## config.mk

```make
export PLATFORM = sky130hd
export DESIGN_NAME = service_failover_selector
export DESIGN_NICKNAME = d
export VERILOG_FILES = /design/src/hdl/sfs_pkg.sv /design/src/hdl/sfs_cfg_regs.sv /design/src/hdl/sfs_step.sv /design/src/hdl/service_failover_selector.sv
export SDC_FILE = /design/constraint.sdc
export NUM_CORES = 1
export LEC_CHECK = 0
export BUFFER_PORTS_ARGS = -buffer_cell sky130_fd_sc_hd__buf_4
export CORE_ASPECT_RATIO = 1.25
export CORE_MARGIN = 1.5
export CORE_UTILIZATION = 30
export CTS_CLUSTER_DIAMETER = 200
export DETAILED_ROUTE_END_ITERATION = 8
export PLACE_DENSITY = 0.56
export RECOVER_POWER = 50
export SLEW_MARGIN = 20
export SYNTH_ARGS = -nofsm -noshare
export SYNTH_HDL_FRONTEND = slang
export SYNTH_HIERARCHICAL = 1
export SYNTH_SLANG_ARGS = --single-unit
```

## constraint.sdc

```tcl
create_clock -name clk -period 3 [get_ports clk]
set_clock_uncertainty 0.1 [all_clocks]
set_input_delay 0 -clock clk [delete_from_list [all_inputs] [get_ports clk]]
set_output_delay 0 -clock clk [all_outputs]
set_load 0.005 [all_outputs]
```

## src/hdl/sfs_pkg.sv

```systemverilog
// Shared types, constants and helpers for the service failover selector.
// No dependencies.
`default_nettype none

package sfs_pkg;

  localparam int SVC_W           = 4;
  localparam int RUN_W           = 8;
  localparam int MASK_W          = 8;
  localparam int CNT_W           = 4;
  localparam int CFG_IDX_W       = 2;
  localparam int CFG_DATA_W      = 8;
  localparam int MAX_SECONDARIES = 8;

  localparam logic [RUN_W-1:0] RUN_MAX          = '1;
  localparam logic [RUN_W-1:0] FAILOVER_THR_RST = RUN_W'(3);
  localparam logic [RUN_W-1:0] SWBACK_THR_RST   = RUN_W'(3);
  localparam logic [CNT_W-1:0] SEC_COUNT_RST    = CNT_W'(1);
  localparam logic [CNT_W-1:0] SEC_COUNT_MAX    = CNT_W'(MAX_SECONDARIES);
  localparam logic [SVC_W-1:0] SVC_PRIMARY      = '0;

  typedef enum logic [CFG_IDX_W-1:0] {
    CFG_FAILOVER_THRESHOLD    = 2'd0,
    CFG_SWITCH_BACK_THRESHOLD = 2'd1,
    CFG_SECONDARY_COUNT       = 2'd2
  } sfs_cfg_idx_t;

  typedef struct packed {
    logic [RUN_W-1:0] failover_threshold;
    logic [RUN_W-1:0] switch_back_threshold;
    logic [CNT_W-1:0] secondary_count;
  } sfs_cfg_t;

  typedef struct packed {
    logic              primary_up;
    logic [MASK_W-1:0] secondary_up_mask;
  } sfs_in_t;

  typedef struct packed {
    logic [SVC_W-1:0] selected_service;
    logic             switched;
    logic [RUN_W-1:0] failures_seen;
  } sfs_out_t;

  typedef struct packed {
    logic [SVC_W-1:0] current_service;
    logic [RUN_W-1:0] failure_run;
    logic [RUN_W-1:0] recovery_run;
  } sfs_state_t;

  function automatic logic [RUN_W-1:0] sat_inc(input logic [RUN_W-1:0] v);
    sat_inc = (v == RUN_MAX) ? RUN_MAX : v + RUN_W'(1);
  endfunction

endpackage

`default_nettype wire

```

## src/hdl/sfs_cfg_regs.sv

```systemverilog
// Configuration register file of the failover selector.
// Depends on sfs_pkg.
`default_nettype none

module sfs_cfg_regs (
  input  wire logic                             clk,
  input  wire logic                             rst_n,
  input  wire logic                             cfg_we,
  input  wire logic [sfs_pkg::CFG_IDX_W-1:0]    cfg_index,
  input  wire logic [sfs_pkg::CFG_DATA_W-1:0]   cfg_wdata,
  output sfs_pkg::sfs_cfg_t                     cfg
);

  sfs_pkg::sfs_cfg_t cfg_r, cfg_nxt;

  always_comb begin
    cfg_nxt = cfg_r;
    if (cfg_we) begin
      case (cfg_index)
        sfs_pkg::CFG_FAILOVER_THRESHOLD: begin
          cfg_nxt.failover_threshold = cfg_wdata[sfs_pkg::RUN_W-1:0];
        end
        sfs_pkg::CFG_SWITCH_BACK_THRESHOLD: begin
          cfg_nxt.switch_back_threshold = cfg_wdata[sfs_pkg::RUN_W-1:0];
        end
        sfs_pkg::CFG_SECONDARY_COUNT: begin
          cfg_nxt.secondary_count = cfg_wdata[sfs_pkg::CNT_W-1:0];
        end
        default: begin
          cfg_nxt = cfg_r; // unmapped index, dropped
        end
      endcase
    end
  end

  always_ff @(posedge clk) begin
    if (!rst_n) begin
      cfg_r.failover_threshold    <= sfs_pkg::FAILOVER_THR_RST;
      cfg_r.switch_back_threshold <= sfs_pkg::SWBACK_THR_RST;
      cfg_r.secondary_count       <= sfs_pkg::SEC_COUNT_RST;
    end else begin
      cfg_r <= cfg_nxt;
    end
  end

  assign cfg = cfg_r;

endmodule

`default_nettype wire

```

## src/hdl/sfs_step.sv

```systemverilog
// Next-state and result logic for one health check.
// Purely combinational; depends on sfs_pkg.
`default_nettype none

module sfs_step (
  input  wire sfs_pkg::sfs_cfg_t   cfg,
  input  wire sfs_pkg::sfs_state_t st,
  input  wire sfs_pkg::sfs_in_t    req,
  output sfs_pkg::sfs_state_t      st_nxt,
  output sfs_pkg::sfs_out_t        res
);

  logic [sfs_pkg::CNT_W-1:0] limit;
  logic                      found;
  logic [sfs_pkg::SVC_W-1:0] found_svc;
  logic [sfs_pkg::SVC_W-1:0] sec_idx;
  logic                      sec_ok;
  logic [sfs_pkg::RUN_W-1:0] fail_inc;
  logic [sfs_pkg::RUN_W-1:0] rec_inc;
  logic                      fail_trip;
  logic                      sw;

  // Lowest-numbered healthy secondary below the clamped count
  always_comb begin
    limit = (cfg.secondary_count > sfs_pkg::SEC_COUNT_MAX) ?
            sfs_pkg::SEC_COUNT_MAX : cfg.secondary_count;
    found     = 1'b0;
    found_svc = sfs_pkg::SVC_PRIMARY;
    for (int k = sfs_pkg::MASK_W - 1; k >= 0; k--) begin
      if (req.secondary_up_mask[k] && (sfs_pkg::CNT_W'(k) < limit)) begin
        found     = 1'b1;
        found_svc = sfs_pkg::SVC_W'(k + 1);
      end
    end
  end

  always_comb begin
    sec_idx   = st.current_service - sfs_pkg::SVC_W'(1);
    sec_ok    = (sec_idx < sfs_pkg::SVC_W'(sfs_pkg::MASK_W)) &&
                req.secondary_up_mask[sec_idx[2:0]];
    fail_inc  = sfs_pkg::sat_inc(st.failure_run);
    rec_inc   = sfs_pkg::sat_inc(st.recovery_run);
    st_nxt    = st;
    sw        = 1'b0;
    fail_trip = 1'b0;

    if (st.current_service == sfs_pkg::SVC_PRIMARY) begin
      if (req.primary_up) begin
        st_nxt.failure_run = '0;
      end else begin
        st_nxt.failure_run = fail_inc;
        if ((fail_inc >= cfg.failover_threshold) && found) begin
          sw                     = 1'b1;
          st_nxt.current_service = found_svc;
          st_nxt.failure_run     = '0;
          st_nxt.recovery_run    = '0;
        end
      end
    end else begin
      st_nxt.failure_run = sec_ok ? '0 : fail_inc;
      fail_trip          = !sec_ok && (fail_inc >= cfg.failover_threshold);
      if (!req.primary_up) begin
        st_nxt.recovery_run = '0;
      end else if (fail_trip || (rec_inc >= cfg.switch_back_threshold)) begin
        // failover to a healthy primary, or wait-to-restore expired
        sw                     = 1'b1;
        st_nxt.current_service = sfs_pkg::SVC_PRIMARY;
        st_nxt.failure_run     = '0;
        st_nxt.recovery_run    = '0;
      end else begin
        st_nxt.recovery_run = rec_inc;
      end
    end

    res.selected_service = st_nxt.current_service;
    res.switched         = sw;
    res.failures_seen    = st_nxt.failure_run;
  end

endmodule

`default_nettype wire

```

## src/hdl/service_failover_selector.sv

```systemverilog
// Top level of the primary/backup service failover selector.
// Depends on sfs_pkg, sfs_cfg_regs and sfs_step.
//
// Usage
// - Input channel (in_valid / in_stall / in_data): one request per periodic
//   health check, carrying primary_up and secondary_up_mask.
// - Result channel (out_valid / out_stall / out_data): exactly one result per
//   request, in order: selected service, a switched flag, the failure run.
// - Config port (cfg_we / cfg_index / cfg_wdata): single-cycle writes of
//   failover_threshold, switch_back_threshold and secondary_count. Write only
//   while no request is in flight; unmapped indexes are ignored.
// - Path: when not stalled, an accepted request passes the input register,
//   then the result register, where out_valid rises and the result can be
//   taken. Throughput: one request per cycle while the receiver does not
//   stall; the selection state updates in the same cycle a request moves to
//   the result register, so consecutive checks chain without bubbles.
// - Receiver stall: the result register holds; one more request may sit in
//   the input register, after which in_stall rises.
// - Reset (rst_n low, synchronous): primary selected, both runs cleared,
//   registers back to 3 / 3 / 1, both stages emptied.
`default_nettype none

module service_failover_selector (
  input  wire logic                           clk,
  input  wire logic                           rst_n,
  // health-check requests
  input  wire logic                           in_valid,
  output      logic                           in_stall,
  input  wire sfs_pkg::sfs_in_t               in_data,
  // results
  output      logic                           out_valid,
  input  wire logic                           out_stall,
  output sfs_pkg::sfs_out_t                   out_data,
  // configuration
  input  wire logic                           cfg_we,
  input  wire logic [sfs_pkg::CFG_IDX_W-1:0]  cfg_index,
  input  wire logic [sfs_pkg::CFG_DATA_W-1:0] cfg_wdata
);

  sfs_pkg::sfs_cfg_t   cfg;
  sfs_pkg::sfs_state_t st_r, st_nxt, st_calc;
  sfs_pkg::sfs_in_t    s1_data_r;
  sfs_pkg::sfs_out_t   out_data_r, out_data_nxt, res_calc;
  logic                s1_valid_r, s1_valid_nxt;
  logic                out_valid_r, out_valid_nxt;
  logic                out_free;
  logic                advance;
  logic                in_take;

  sfs_cfg_regs u_cfg_regs (
    .clk       (clk),
    .rst_n     (rst_n),
    .cfg_we    (cfg_we),
    .cfg_index (cfg_index),
    .cfg_wdata (cfg_wdata),
    .cfg       (cfg)
  );

  sfs_step u_step (
    .cfg    (cfg),
    .st     (st_r),
    .req    (s1_data_r),
    .st_nxt (st_calc),
    .res    (res_calc)
  );

  // Result register frees up when empty or being drained this cycle
  assign out_free = !out_valid_r || !out_stall;
  assign advance  = s1_valid_r && out_free;
  assign in_stall = s1_valid_r && !out_free;
  assign in_take  = in_valid && !in_stall;

  always_comb begin
    s1_valid_nxt  = in_take ? 1'b1 : (advance ? 1'b0 : s1_valid_r);
    out_valid_nxt = advance ? 1'b1 : (out_valid_r && out_stall);
    st_nxt        = advance ? st_calc : st_r;
    out_data_nxt  = advance ? res_calc : out_data_r;
  end

  // Control state
  always_ff @(posedge clk) begin
    if (!rst_n) begin
      s1_valid_r  <= 1'b0;
      out_valid_r <= 1'b0;
      st_r        <= '0;
    end else begin
      s1_valid_r  <= s1_valid_nxt;
      out_valid_r <= out_valid_nxt;
      st_r        <= st_nxt;
    end
  end

  // Payload registers, no reset
  always_ff @(posedge clk) begin
    if (in_take) begin
      s1_data_r <= in_data;
    end
    out_data_r <= out_data_nxt;
  end

  assign out_valid = out_valid_r;
  assign out_data  = out_data_r;

endmodule

`default_nettype wire

```

* Word-level counts from Yosys, hierarchy flattened
Index checks and enable logic that the tools add are counted.
** Word-level totals
- Flip-flop bits (word level) :: 64
- Bits in latches :: 0
- RAM bits :: 0
- Bits in read-only memories :: 0
- Input bits :: 24
- Output and inout port bits :: 15
- Logic and storage cells :: 103
- Memories kept :: 0
** Cells by class
- Add/sub/neg operators :: 3
- $mul :: 0
- Divide/modulo/power cells :: 0
- Order comparisons :: 13
- Eq/ne operators :: 6
- Shifts and indexed selects :: 0
- Muxes and demuxes :: 39
- Bitwise operators :: 0
- Reduce and logical (&&, ||, !) cells :: 29
** Operators by type and width (count)
- 8-bit two-way mux :: 7
- 20-bit two-way mux :: 2
- 4-bit two-way mux :: 10
- 12-bit two-way mux :: 2
- 1-bit two-way mux :: 17
- 8-bit by 1-bit adder with 8-bit output, second input constant :: 2
- 8-bit equality test, second input constant :: 2
- 8-bit >= comparator :: 2
- 3-bit by 4-bit < comparator with 1-bit output, first input constant :: 4
- 1-bit logical AND :: 15
- 1-bit by 4-bit < comparator with 1-bit output, first input constant :: 2
- 2-bit by 4-bit < comparator with 1-bit output, first input constant :: 2
- 2-bit AND reduction :: 3
- 1-bit zero test :: 5
- 4-bit > comparator, second input constant :: 1
- 4-bit zero test :: 1
- 3-bit by 4-bit < comparator with 1-bit output, second input constant :: 1
- 4-bit < comparator, second input constant :: 1
- 2-bit inequality test, second input constant :: 2
- 4-bit by 1-bit subtractor with 4-bit output, second input constant :: 1
- 1-bit binary-select mux with 3-bit select :: 1
- 3-bit AND reduction :: 1
- 2-bit by 1-bit equality test with 1-bit output, second input constant :: 1
- 2-bit equality test, second input constant :: 1
- other kinds (3) :: 4

* Logic depth before layout (Yosys ltp)
- Word-level depth :: 16
- Mapped depth :: 17
- Gate-level depth less buffers :: 15

* By module
The synthesis kept the hierarchy.
** By module, submodules not included
- service_failover_selector :: times used 1, cells each 117, area each 1557.7 µm², sequential area each 1101.1 µm²
- sfs_step :: times used 1, cells each 231, area each 1554.0 µm², sequential area each 0.0 µm²
- sfs_cfg_regs :: times used 1, cells each 78, area each 783.3 µm², sequential area each 400.4 µm²

* Worst setup path before layout
Ideal clock, no wire load.
- Path kind :: reg2reg
- From :: register st_r[0] in the netlist's numbering
- To :: register st_r[10] in the netlist's numbering
- Setup time :: 0.119 ns
- Arrival :: 3.032 ns
- Data required time :: 2.781 ns
- Path slack :: -0.251 ns
- Stages on the path, launching flop included :: 16
- Buffers on the path :: 1
- Clock period less this slack :: 3.251 ns
- Path through :: dfxtp_1 ha_1 and3_1 and3_1 nand3_1 o21ai_0 a21o_1 ha_1 nand3_1 o21ai_0 a21oi_1 a21boi_0 o21ai_1 buf_4 nand2_1 mux2i_1
** RTL lines
- start: declaration :: line service_failover_selector.sv:41 : sfs_pkg::sfs_state_t st_r, st_nxt, st_calc;
- start signal: assignment :: line service_failover_selector.sv:89 : st_r <= st_nxt;

==> impl_metrics.json <==
{
  "status": "finished with violations",
  "violations": "setup timing",
  "r2r_cells": 14,
  "grt_max_degree": 72,
  "power_mw": 2.190,
  "diodes": 0,
  "critPathMaxFanout": 7,
  "fin_area_sq_um": 5333,
  "async_flop_share_pct": 0,
  "start_util_pct": 30.76,
  "clock-sinks": 64,
  "vias_per_cell": 4.893,
  "critPathSlowestCell": "dfxtp_2",
  "yosysMostFrequentCell": "nand2_1",
  "finalHoldViolCount": 0,
  "max_clock_freq_mhz": 326.8,
  "max_cap_violations": 0,
  "fin_ws_ns": -0.05982,
  "pin_count": 39,
  "syn_to_final_growth_pct": 36.91,
  "numCtsBuffers": 9,
  "hold-path-cell-count": 3,
  "path_cells": "and3_4 -> nand3_2 -> or2_4 -> mux2_4 -> ha_4 -> a21o_1 -> a211oi_2 -> o21ai_2 -> and2_4 -> a211oi_4 -> buf_6 -> a22o_1 -> nand2_1 -> mux2i_1",
  "cts.clk_slew.worst_paths_ns": 0.06,
  "powerDensity_nw_per_um2": 410.6,
  "setup_viol": 10,
  "drive_gt1_share_pct": 29.96,
  "irDropWorstVdd_v": 0.0002049,
  "grt_pass1_wl_um": 15590,
  "syn_nets": 470,
  "place.gp.congestion": 0.7973,
  "switchingPower_mw": 0.5193,
  "worstSetupStartpointType": "register",
  "ctsRootBufferMaster": "clkbuf_16",
  "drt_iter0_drc": 141,
  "slew_headroom_pct": 39.29,
  "die_y_um": 130.4,
  "wire_per_inst_um": 13.73,
  "dieArea_sq_um": 13680,
  "grt_use_total_pct": 14.43,
  "clock_path_buffers": 2,
  "syn_inst": 426,
  "gr-total-overflow": 0,
  "ys_ff_latch": 64,
  "cp.depth": 14,
  "comb_power_share_pct": 10.1,
  "die_w_um": 104.9,
  "yosysTopAreaCell": "dfxtp_1",
  "ant_nets": 0,
  "layout.nets": 553,
  "synth_edf_count": 22,
  "crit_path_end_kind": "register",
  "finalCritPeriodShare_pct": 102.0,
  "core_area_sq_um": 12660,
  "worst_pin_slew_ns": 0.9087,
  "synthFlopType": "dfxtp_1",
  "cts_tree": "done",
  "insertion_delay_ns": 0.34,
  "ys_types": 57,
  "hp-class": "input port to register",
  "timing.final.max_slew_violations": 0,
  "h-tree-depth": 3,
  "fin_crit_ns": 3.060,
  "vias": 3337,
  "worstSetupPathType": "register to register",
  "drc_errors": 0,
  "dpl.hpwl_um": 6686,
  "synth.avg_cell_area_sq_um": 9.143,
  "seq_area_frac_synth_pct": 38.55,
  "rows": 46,
  "required_ns": 3.16,
  "grt_antenna_before_repair": 0,
  "pwr-share-clk_pct": 46.7,
  "pwr-share-seq_pct": 43.2,
  "grt_pass1_vias": 3255,
  "critPathTopFamily": "compound AO/OA/AOI/OAI gates",
  "leakage_nw": 2.153,
  "rsz0062_at_grt": "true",
  "arrival_ns": 3.22,
  "synthTopCellsByCount": "82 x nand2_1, 42 x dfxtp_1, 40 x mux2i_1",
  "io_buffers": 38,
  "ys_top_cells_by_area": "dfxtp_1 22%, edfxtp_1 17%, mux2i_1 10%",
  "dr.pass1.iters": 4,
  "wl_um": 9363,
  "crit_buf_inv": 1,
  "synth-warning-count": 6,
  "synth.top_cell.area_share_pct": 21.59,
  "synth_area_sq_um": 3895,
  "place_area_sq_um": 4487,
  "p_int_mw": 1.670,
  "critical_path.max_stage_delay_ns": 0.34,
  "p_sw_share_pct": 23.72
}
stage by stage:
step                      std cells  util (%)  hold slack, ns  worst slack, ns   TNS (ns)
after global placement          634     35.43         0.08069          -0.3096     -5.017
after detailed placement        634     35.43         0.08040          -0.3411     -6.048
after floorplan                 426         -       -0.001131         0.003904          0
final                           682     42.11         0.01361         -0.05982    -0.4186
after CTS                       681     41.79        0.002360        -0.005045  -0.005638
after global routing            682     42.11         0.02729          -0.1981     -2.756
logic make-up after synthesis:
group                      Yosys count  synth area share (%)
and+or+nand+nor                    175                 21.59
AOI/OAI and AO/OA                   69                 12.98
DFF                                 64                 38.55
buffers and inverters               49                 7.196
muxes                               44                 12.11
adders and majority gates           21                 6.682
xor gates and xnor gates             4                0.8996
worst reg2reg max path, cell delays in order (launching register included):
cell and delay, ns:
dfxtp_2 0.34, and3_4 0.19, nand3_2 0.08, or2_4 0.25, mux2_4 0.33, ha_4 0.22, a21o_1 0.17, a211oi_2 0.21
o21ai_2 0.12, and2_4 0.21, a211oi_4 0.29, buf_6 0.16, a22o_1 0.12, nand2_1 0.05, mux2i_1 0.15
power by group through the flow:
stage          combinational, mW  clock [mW]  sequential, mW
3_5_place_dp               0.186           0           0.964
4_1_cts                    0.223        1.05           0.946
3_3_place_gp               0.182           0           0.963
5_1_grt                    0.242        1.08           0.949
2_1_floorplan              0.122           0           0.959
6_report                   0.221        1.02           0.946
path summary, 6_finish.rpt:
| path | slack [ns] | to | start |
|---|---|---|---|
| hold / removal | 0.01 | u_cfg_regs/cfg[12]$_SDFFE_PN1P_ | cfg_we |
| setup / recovery | -0.06 | st_r[6]$_SDFFE_PN0P_ | st_r[9]$_SDFFE_PN0P_ |
| hold reg to reg | 0.36 | u_cfg_regs/cfg[7]$_SDFFE_PN0P_ | u_cfg_regs/cfg[7]$_SDFFE_PN0P_ |
| setup reg to reg | -0.06 | st_r[6]$_SDFFE_PN0P_ | st_r[9]$_SDFFE_PN0P_ |
registers in the layout, summed over array words and instances (netlist names):
name,flops
out_valid,1
st_r,20
s1_valid_r,1
u_cfg_regs/cfg,20
out_data,13
s1_data_r,9
metal layers:
metal,GRT usage (%),vias up,wire (um)
li1,-,1672,-
met5,0,-,0
met3,2.976,17,372
met4,7.333,0,206
met2,25.11,77,4699
met1,16.93,1571,4085
repair_timing:
action / in CTS / in global routing
pin swaps: 15 / 7
setup buffers: 8 / 1
hold buffers: 22 / 0
gates cloned: 1 / 0
endpoints found under the setup margin: 33 / 28
gates resized for setup: 46 / 10
hold endpoints to repair: 31 / 0
cell usage in the layout, fill, tap and decap left out, drive strengths merged, types with 14 or more instances in the layout:
| cell | instances |
|---|---|
| nor2b | 14 |
| nand2 | 83 |
| inv | 19 |
| nand3 | 36 |
| mux2i | 40 |
| dfxtp | 42 |
| clkbuf | 37 |
| dlygate4sd3 | 22 |
| o21ai | 17 |
| edfxtp | 22 |
| buf | 52 |
| ha | 20 |
cell type report:
| class | count | area (sq um) |
|---|---|---|
| tap | 168 | 210.2 |
| clock buffer | 10 | 229.0 |
| sequential | 64 | 1509 |
| clock inverter | 6 | 60.06 |
| inverter | 19 | 71.32 |
| timing repair buffer | 101 | 809.5 |
| fill | 1225 | 7330 |
| multi-input combinational | 314 | 2444 |
No activity file was read; power rests on OpenSTA's default activity.
